<file path="config.mk">
export PLATFORM = sky130hd
export DESIGN_NAME = bitmap_id_allocator
export DESIGN_NICKNAME = d
export VERILOG_FILES = /design/src/rtl/bia_pkg.sv /design/src/rtl/bia_ram.sv /design/src/rtl/bitmap_id_allocator.sv
export SDC_FILE = /design/constraint.sdc
export NUM_CORES = 2
export LEC_CHECK = 0
export BUFFER_PORTS_ARGS = -buffer_cell sky130_fd_sc_hd__buf_2
export CAP_MARGIN = 20
export CORE_AREA = 3 3 326 328
export CTS_BUF_LIST = sky130_fd_sc_hd__clkbuf_2
export CTS_CLUSTER_DIAMETER = 80
export DETAILED_ROUTE_END_ITERATION = 16
export DIE_AREA = 0 0 329 331
export HOLD_SLACK_MARGIN = 0.02
export PLACE_DENSITY = 0.61
export SKIP_CTS_REPAIR_TIMING = 1
export SLEW_MARGIN = 20
export SYNTH_ARGS = -nofsm -noshare
export SYNTH_HDL_FRONTEND = slang
export SYNTH_SLANG_ARGS = --single-unit
</file>
<file path="constraint.sdc">
create_clock -name clk_i -period 7.8 [get_ports clk_i]
set_input_delay 1.56 -clock clk_i [delete_from_list [all_inputs] [get_ports clk_i]]
set_output_delay 1.56 -clock clk_i [all_outputs]
set_load 0.02 [all_outputs]
</file>
<file path="src/rtl/bia_pkg.sv">
// ----------------------------------------------------------------------------
// bia_pkg
// shared types, constants and word-scan helpers of the bitmap id allocator
// ----------------------------------------------------------------------------
package bia_pkg;

  // pool bounds, ids run from MinId up to MaxIds - 1
  localparam int unsigned MaxIds   = 1024;
  localparam int unsigned MinId    = 1;
  localparam int unsigned Cap      = MaxIds - MinId;

  localparam int unsigned IdW      = 10;
  localparam int unsigned CntW     = 11;
  localparam int unsigned KindW    = 3;
  localparam int unsigned StatW    = 2;

  // bitmap kept as words in a ram, MaxIds is a whole number of words
  localparam int unsigned WordW    = 32;
  localparam int unsigned BitW     = $clog2(WordW);
  localparam int unsigned NumWords = MaxIds / WordW;
  localparam int unsigned AddrW    = $clog2(NumWords);

  typedef enum logic [KindW-1:0] {
    KIND_QUERY = 3'd0,
    KIND_TAKE  = 3'd1,
    KIND_FREE  = 3'd2,
    KIND_ALLOC = 3'd3,
    KIND_CLEAR = 3'd4
  } kind_e;

  typedef enum logic [StatW-1:0] {
    STAT_OK    = 2'd0,
    STAT_FULL  = 2'd1,
    STAT_RANGE = 2'd2
  } status_e;

  typedef enum logic [2:0] {
    S_IDLE,
    S_EVAL,
    S_LOW,
    S_HIGH,
    S_RESP
  } fsm_e;

  typedef logic [WordW-1:0] word_t;

  // position of the lowest set bit, zero if none
  function automatic logic [BitW-1:0] lowest_one(word_t w);
    logic [BitW-1:0] pos;
    pos = '0;
    for (int i = WordW - 1; i >= 0; i--) begin
      if (w[i]) pos = BitW'(i);
    end
    return pos;
  endfunction

  // position of the highest set bit, zero if none
  function automatic logic [BitW-1:0] highest_one(word_t w);
    logic [BitW-1:0] pos;
    pos = '0;
    for (int i = 0; i < WordW; i++) begin
      if (w[i]) pos = BitW'(i);
    end
    return pos;
  endfunction

  // bits of a word whose ids lie below the pool, treated as taken
  function automatic word_t below_min(logic [AddrW-1:0] a);
    word_t m;
    m = '0;
    for (int i = 0; i < WordW; i++) begin
      m[i] = (CntW'({a, BitW'(i)}) < CntW'(MinId));
    end
    return m;
  endfunction

endpackage

</file>
<file path="src/rtl/bia_ram.sv">
// ----------------------------------------------------------------------------
// bia_ram
// generic single write port, single read port ram with registered read
// ----------------------------------------------------------------------------
module bia_ram #(
  parameter int unsigned Width = 32,
  parameter int unsigned Depth = 32
) (
  input  logic                     clk_i,
  input  logic                     we_i,
  input  logic [$clog2(Depth)-1:0] waddr_i,
  input  logic [Width-1:0]         wdata_i,
  input  logic [$clog2(Depth)-1:0] raddr_i,
  output logic [Width-1:0]         rdata_o
);

  logic [Width-1:0] mem_q [Depth];
  logic [Width-1:0] rdata_q;

  always_ff @(posedge clk_i) begin
    if (we_i) begin
      mem_q[waddr_i] <= wdata_i;
    end
    rdata_q <= mem_q[raddr_i];
  end

  assign rdata_o = rdata_q;

endmodule

</file>
<file path="src/rtl/bitmap_id_allocator.sv">
// ----------------------------------------------------------------------------
// bitmap_id_allocator
// used/free bitmap of identifiers with query, mark, allocate and clear
// ----------------------------------------------------------------------------
// the bitmap lives in a ram of 32-bit words with one valid flag per word, so
// reset and clear all take effect at once with no clearing pass. one
// transaction is handled at a time. query, mark taken and mark free pass
// from the accept through an evaluate step and a response step; clear,
// unknown kinds and rejected requests go from the accept straight to the
// response step. allocate is bound by the single ram read port and one
// shared word scanner that looks at one word per cycle: when the next-id mark
// is free it is taken and a downward search looks for the highest taken id;
// when it is taken, or past the top, the lowest free id is searched upward
// first. a stalled output holds the transaction in its response step. a
// finished result waits in the output register while the next transaction
// is taken in.
module bitmap_id_allocator
  import bia_pkg::*;
(
  input  logic        clk_i,
  input  logic        rst_ni,
  input  logic        s_axis_tvalid,
  output logic        s_axis_tready,
  input  logic [15:0] s_axis_tdata,   // [9:0] ident, rest zero
  input  logic [7:0]  s_axis_tuser,   // [2:0] kind, rest zero
  output logic        m_axis_tvalid,
  input  logic        m_axis_tready,
  output logic [15:0] m_axis_tdata    // [0] taken, [10:1] granted_id, [12:11] status
);

  fsm_e                  state_q, state_d;
  kind_e                 kind_q, kind_d;
  logic [IdW-1:0]        id_q, id_d;
  logic [CntW-1:0]       cnt_q, cnt_d;
  logic [CntW-1:0]       mark_q, mark_d;
  logic [AddrW-1:0]      addr_q, addr_d;
  logic [AddrW-1:0]      rd_addr_q;
  logic                  rd_vld_q, rd_vld_d;
  logic [NumWords-1:0]   row_vld_q, row_vld_d;
  logic                  res_taken_q, res_taken_d;
  logic [IdW-1:0]        res_grant_q, res_grant_d;
  status_e               res_status_q, res_status_d;
  logic                  out_valid_q, out_valid_d;
  logic                  out_taken_q, out_taken_d;
  logic [IdW-1:0]        out_grant_q, out_grant_d;
  status_e               out_status_q, out_status_d;

  logic                  ram_we;
  logic [AddrW-1:0]      ram_waddr;
  word_t                 ram_wdata;
  logic [AddrW-1:0]      ram_raddr;
  word_t                 ram_rdata;

  logic                  in_acc;
  kind_e                 in_kind;
  logic [IdW-1:0]        in_id;
  logic                  in_id_ok;
  logic                  pool_full;
  logic                  mark_top;
  word_t                 eff_word;
  logic                  cur_bit;
  word_t                 bit_mask;
  word_t                 low_word;
  logic                  low_hit;
  logic [BitW-1:0]       low_pos;
  logic                  high_hit;
  logic                  high_end;
  logic [BitW-1:0]       high_pos;
  logic                  resp_go;

  assign in_acc    = s_axis_tvalid && s_axis_tready;
  assign in_kind   = kind_e'(s_axis_tuser[KindW-1:0]);
  assign in_id     = s_axis_tdata[IdW-1:0];
  assign in_id_ok  = (CntW'(in_id) >= CntW'(MinId)) && (CntW'(in_id) < CntW'(MaxIds));
  assign pool_full = cnt_q >= CntW'(Cap);
  assign mark_top  = mark_q >= CntW'(MaxIds);

  // words never written since reset or clear read as all free
  assign eff_word  = row_vld_q[rd_addr_q] ? ram_rdata : '0;
  assign cur_bit   = eff_word[id_q[BitW-1:0]];
  assign bit_mask  = word_t'(1) << id_q[BitW-1:0];

  // shared word scanner: lowest free going up, highest taken going down
  assign low_word  = eff_word | below_min(rd_addr_q);
  assign low_hit   = rd_vld_q && (~low_word != '0);
  assign low_pos   = lowest_one(~low_word);
  assign high_hit  = rd_vld_q && (eff_word != '0);
  assign high_end  = rd_vld_q && (rd_addr_q == '0);
  assign high_pos  = highest_one(eff_word);

  assign resp_go   = !out_valid_q || m_axis_tready;

  assign s_axis_tready = (state_q == S_IDLE);

  // next state
  always_comb begin
    state_d = state_q;
    case (state_q)
      S_IDLE: begin
        if (in_acc) begin
          case (in_kind)
            KIND_QUERY, KIND_TAKE, KIND_FREE: state_d = in_id_ok ? S_EVAL : S_RESP;
            KIND_ALLOC: begin
              if (pool_full)     state_d = S_RESP;
              else if (mark_top) state_d = S_LOW;
              else               state_d = S_EVAL;
            end
            default: state_d = S_RESP;
          endcase
        end
      end
      S_EVAL: begin
        if (kind_q == KIND_ALLOC) state_d = cur_bit ? S_LOW : S_HIGH;
        else                      state_d = S_RESP;
      end
      S_LOW: begin
        if (low_hit) state_d = S_HIGH;
      end
      S_HIGH: begin
        if (high_hit || high_end) state_d = S_RESP;
      end
      S_RESP: begin
        if (resp_go) state_d = S_IDLE;
      end
      default: state_d = S_IDLE;
    endcase
  end

  // datapath and outputs
  always_comb begin
    kind_d       = kind_q;
    id_d         = id_q;
    cnt_d        = cnt_q;
    mark_d       = mark_q;
    addr_d       = addr_q;
    rd_vld_d     = 1'b0;
    row_vld_d    = row_vld_q;
    res_taken_d  = res_taken_q;
    res_grant_d  = res_grant_q;
    res_status_d = res_status_q;
    out_valid_d  = out_valid_q && !m_axis_tready;
    out_taken_d  = out_taken_q;
    out_grant_d  = out_grant_q;
    out_status_d = out_status_q;
    ram_we       = 1'b0;
    ram_waddr    = rd_addr_q;
    ram_wdata    = eff_word | bit_mask;
    ram_raddr    = addr_q;

    case (state_q)
      S_IDLE: begin
        ram_raddr = (in_kind == KIND_ALLOC) ? mark_q[BitW+:AddrW] : in_id[BitW+:AddrW];
        if (in_acc) begin
          kind_d       = in_kind;
          id_d         = (in_kind == KIND_ALLOC) ? mark_q[IdW-1:0] : in_id;
          res_taken_d  = 1'b0;
          res_grant_d  = '0;
          res_status_d = STAT_OK;
          addr_d       = '0;
          case (in_kind)
            KIND_QUERY, KIND_TAKE, KIND_FREE: begin
              if (!in_id_ok) res_status_d = STAT_RANGE;
            end
            KIND_ALLOC: begin
              if (pool_full) res_status_d = STAT_FULL;
            end
            KIND_CLEAR: begin
              row_vld_d = '0;
              cnt_d     = '0;
              mark_d    = CntW'(MinId);
            end
            default: ;
          endcase
        end
      end
      S_EVAL: begin
        case (kind_q)
          KIND_QUERY: res_taken_d = cur_bit;
          KIND_TAKE: begin
            if (!cur_bit) begin
              ram_we               = 1'b1;
              row_vld_d[rd_addr_q] = 1'b1;
              cnt_d                = cnt_q + CntW'(1);
            end
          end
          KIND_FREE: begin
            if (cur_bit) begin
              ram_we               = 1'b1;
              ram_wdata            = eff_word & ~bit_mask;
              row_vld_d[rd_addr_q] = 1'b1;
              cnt_d                = cnt_q - CntW'(1);
            end
          end
          KIND_ALLOC: begin
            if (!cur_bit) begin
              ram_we               = 1'b1;
              row_vld_d[rd_addr_q] = 1'b1;
              cnt_d                = cnt_q + CntW'(1);
              res_grant_d          = id_q;
              addr_d               = AddrW'(NumWords - 1);
            end else begin
              addr_d = '0;
            end
          end
          default: ;
        endcase
      end
      S_LOW: begin
        if (low_hit) begin
          ram_we               = 1'b1;
          ram_wdata            = eff_word | (word_t'(1) << low_pos);
          row_vld_d[rd_addr_q] = 1'b1;
          cnt_d                = cnt_q + CntW'(1);
          res_grant_d          = {rd_addr_q, low_pos};
          addr_d               = AddrW'(NumWords - 1);
        end else begin
          rd_vld_d = 1'b1;
          addr_d   = addr_q + AddrW'(1);
        end
      end
      S_HIGH: begin
        if (high_hit) begin
          mark_d = CntW'({rd_addr_q, high_pos}) + CntW'(1);
        end else if (high_end) begin
          mark_d = CntW'(MinId);
        end else begin
          rd_vld_d = 1'b1;
          addr_d   = addr_q - AddrW'(1);
        end
      end
      S_RESP: begin
        if (resp_go) begin
          out_valid_d  = 1'b1;
          out_taken_d  = res_taken_q;
          out_grant_d  = res_grant_q;
          out_status_d = res_status_q;
        end
      end
      default: ;
    endcase
  end

  always_ff @(posedge clk_i or negedge rst_ni) begin
    if (!rst_ni) begin
      state_q     <= S_IDLE;
      cnt_q       <= '0;
      mark_q      <= CntW'(MinId);
      rd_vld_q    <= 1'b0;
      row_vld_q   <= '0;
      out_valid_q <= 1'b0;
    end else begin
      state_q     <= state_d;
      cnt_q       <= cnt_d;
      mark_q      <= mark_d;
      rd_vld_q    <= rd_vld_d;
      row_vld_q   <= row_vld_d;
      out_valid_q <= out_valid_d;
    end
  end

  always_ff @(posedge clk_i) begin
    kind_q       <= kind_d;
    id_q         <= id_d;
    addr_q       <= addr_d;
    rd_addr_q    <= ram_raddr;
    res_taken_q  <= res_taken_d;
    res_grant_q  <= res_grant_d;
    res_status_q <= res_status_d;
    out_taken_q  <= out_taken_d;
    out_grant_q  <= out_grant_d;
    out_status_q <= out_status_d;
  end

  bia_ram #(
    .Width (WordW),
    .Depth (NumWords)
  ) u_map_ram (
    .clk_i   (clk_i),
    .we_i    (ram_we),
    .waddr_i (ram_waddr),
    .wdata_i (ram_wdata),
    .raddr_i (ram_raddr),
    .rdata_o (ram_rdata)
  );

  assign m_axis_tvalid = out_valid_q;
  assign m_axis_tdata  = {3'b000, out_status_q, out_grant_q, out_taken_q};

`ifndef SYNTHESIS
  // the used count never goes past the pool size
  a_cnt_cap: assert property (@(posedge clk_i) disable iff (!rst_ni)
    cnt_q <= CntW'(Cap))
    else $error("used count above pool capacity");

  // a clear transaction empties the pool
  a_clear: assert property (@(posedge clk_i) disable iff (!rst_ni)
    (in_acc && in_kind == KIND_CLEAR) |=> (cnt_q == '0 && row_vld_q == '0))
    else $error("clear did not empty the pool");

  // a full answer never carries an id
  a_full_zero: assert property (@(posedge clk_i) disable iff (!rst_ni)
    (out_valid_q && out_status_q == STAT_FULL) |-> (out_grant_q == '0))
    else $error("full result with nonzero id");

  // the bitmap is only written while a transaction is being worked on
  a_we_busy: assert property (@(posedge clk_i) disable iff (!rst_ni)
    ram_we |-> (state_q == S_EVAL || state_q == S_LOW))
    else $error("bitmap write outside update step");
`endif

endmodule

</file>
==> summary.txt <==
Synth top area cells = edfxtp_1, mux4_2, dfrtp_1, nand2_1, dfxtp_1
Clock Sinks = 1164
Largest net degree at the start of global routing = 97
Ports = 46
Max-slew violation count = 0
GRT Resource Usage Total = 23.8%
Final #Nets = 3061
Leading area contributor after synthesis = edfxtp_1
Yosys warns = 0
WL/cell = 27.7 um
Kind of critical path = reg -> reg
Most common flop cell mapped by yosys = edfxtp_1
Layout Area Growth over Synthesis = 10.5%
Sequential-to-total area share from yosys stat = 71.9%
Global-route wire length before repair = 189000 um
Power Density = 459 nW/um2
Final std cells w/o fill = 4615
Power share of the clock group = 16.4%
Status = complete, no violations
Final hold vios = 0
Unrepaired setup endpoints after global routing = no
Crit path arrival time = 7.41 ns
Final RePlAce weighted congestion = 0.961
Antenna violations before repair = 2
CTS clk-pin slew, worst paths = 0.10 ns
Post-synthesis adder-cell area fraction = 0.131%
Switch share = 40.1%
CTS tree = built
Avg Cell Area, Syn = 17.1 um2
Placed Instances = 4101
F_max = 158 MHz
Final period util = 81.3%
Core ar. = 103000 um2
Skew final = 0.151 ns
Compound-Gate Fraction of Synth Area = 5.05%
Largest family of logic cells by synthesized area = multiplexers
# DRC = 0
Crit start category = register
Worst-Margin Slew = 1.10 ns
Sw Pwr = 9.70 mW
Count leader, synth = edfxtp_1
Top cells by count, synth = edfxtp_1, nand2_1, mux4_2
TritonCTS Buffers = 303
Synth Area in Simple Gates = 6.96%
Grt ovf = 0
Comb power frac = 42.8%
Row cnt = 118
H-tree depth = 5
End-of-flow core utilization = 50.9%
I/O Buffers = 31
Clock Latency Late Sink = 1.52 ns
CP endpoint kind = register
Die width = 329 um
Clock Tree Buf Depth = 4
Tmin final = 6.34 ns
DRT iter0 DRCs = 3055
Async set-reset flop share out of synthesis = 5.07%
Sequential share of power = 40.8%
CP Max Fanout = 16
Max-Cap Viols = 0
Final setup viols = 0
Vias in the first global route = 28700
Slew margin rel. = 26.8%
Share of layout cells above drive strength 1 = 29.4%
Mux contribution to synthesized area = 13.8%
Leakage = 17.6 nW
HP Class = in -> async
Number of flops mapped to enable cells by yosys = 1068
Number of routed nets with antenna violations = 0
Vias/cell = 6.07
Post-DP HPWL = 71300 um
Mapped cell area = 47700 um2
Int Power = 14.5 mW
WL final = 128000 um
Top-area cell type share of the netlist area = 67.2%
Chip Height = 331 um
Via count = 28000
Fillers = 8601
First drt pass iteration count = 6
Initial core utilization = 46.1%
Synth Instances = 2786
Root buffer cell = clkbuf_2
Worst Path Required = 8.88 ns
Total negative slack = 0 ns
Peak VDD IR = 0.000320 V
Count of cell types in the netlist = 75
XOR/XNOR Fraction of Synth Area = 0.165%
Die area = 109000 um2
Synth Register Bits = 1164
## final cells by class
| cell class | count | area (um2) | share of cell area (%) |
|---|---|---|---|
| Inverter | 28 | 108 | 0.204 |
| Clock buffer | 439 | 2200 | 4.17 |
| Sequential cell | 1164 | 34300 | 65.1 |
| Multi-Input combinational cell | 1399 | 13000 | 24.7 |
| Clock inverter | 66 | 364 | 0.691 |
| Antenna cell | 7 | 17.5 | 0.0332 |
| Tap cell | 1380 | 1730 | 3.28 |
| Timing Repair Buffer | 132 | 1010 | 1.92 |
## critical path, cell delays in order, from the launching register on
cell and delay [ns]:
dfxtp_1 0.59, nand3b_1 0.56, o22ai_1 0.22, nor4_1 0.62, mux2_2 0.36, o41a_1 0.84
a21oi_2 0.39, or4_1 1.06, nor2_4 0.85, buf_4 0.42
## routing by layer
layer	up-vias	GRT usage (%)	part of all wire (%)
li1	11900	-	-
met2	1278	36.4	47
met4	0	9.18	3.2
met5	-	0	0
met3	226	5.35	7.8
met1	14600	33.6	42
## sequential cells by signal (all words and copies together), names as in the netlist, 5 cells and up
signal             cells
addr_q                 5
res_grant_q           10
u_map_ram.mem_q     1024
cnt_q                 11
row_vld_q             32
u_map_ram.rdata_o     32
ram_waddr              5
id_q                  10
out_grant_q           10
mark_q                11
## cell usage in the layout, fill, tap and decap left out, types with 50 or more instances in the layout
cell and instances:
edfxtp_1 1068, dfrtp_1 58, nand3_1 92, mux2i_1 57, nand2_1 328, clkinv_1 53, o21ai_0 59, nor2_1 70
buf_4 93, mux4_2 264, a21oi_1 50, clkbuf_2 439
## worst paths after layout
check | depth (start not counted) | slack, ns | endpoint | startpoint
min | 2 | 0.28 | row_vld_q[26] | rst_ni
max in group asynchronous | 2 | 6.89 | row_vld_q[3] | rst_ni
min in group clk_i | 1 | 0.33 | kind_q[2] | s_axis_tuser[2]
max | 9 | 1.46 | u_map_ram.mem_q[9][21] | ram_waddr[2]
max reg2reg | 9 | 1.46 | u_map_ram.mem_q[9][21] | ram_waddr[2]
min reg2reg | 0 | 0.43 | out_grant_q[9] | res_grant_q[9]
## power groups by stage
stage | Combinational [mW] | Sequential, mW | Clock [mW]
after floorplan | 6.79 | 9.72 | 0
after global placement | 10.1 | 9.95 | 0
after detailed placement | 10.4 | 9.98 | 0
after CTS | 10.4 | 9.84 | 4.10
after global routing | 11.2 | 9.91 | 4.44
final | 10.4 | 9.87 | 3.96
## stage by stage
stage	instance area (um2)	worst slack, ns	power (mW)	hold slack [ns]
after floorplan	47700	1.47	16.5	0.400
after global placement	50100	1.81	20.0	0.402
after detailed placement	50100	1.62	20.4	0.408
after CTS	52600	1.57	24.3	0.0939
after global routing	52700	1.45	25.5	0.148
final	52700	1.46	24.2	0.279
## logic make-up after synthesis
logic type | after synthesis
AO/OA/AOI/OAI | 342
XOR/XNOR | 9
adder cells (fa/ha/maj) | 5
buffers and inverters | 225
flip-flops | 1164
multiplexers | 328
other | 1
AND/OR/NAND/NOR | 712
Note: power is estimated with default switching activity, not from simulation.
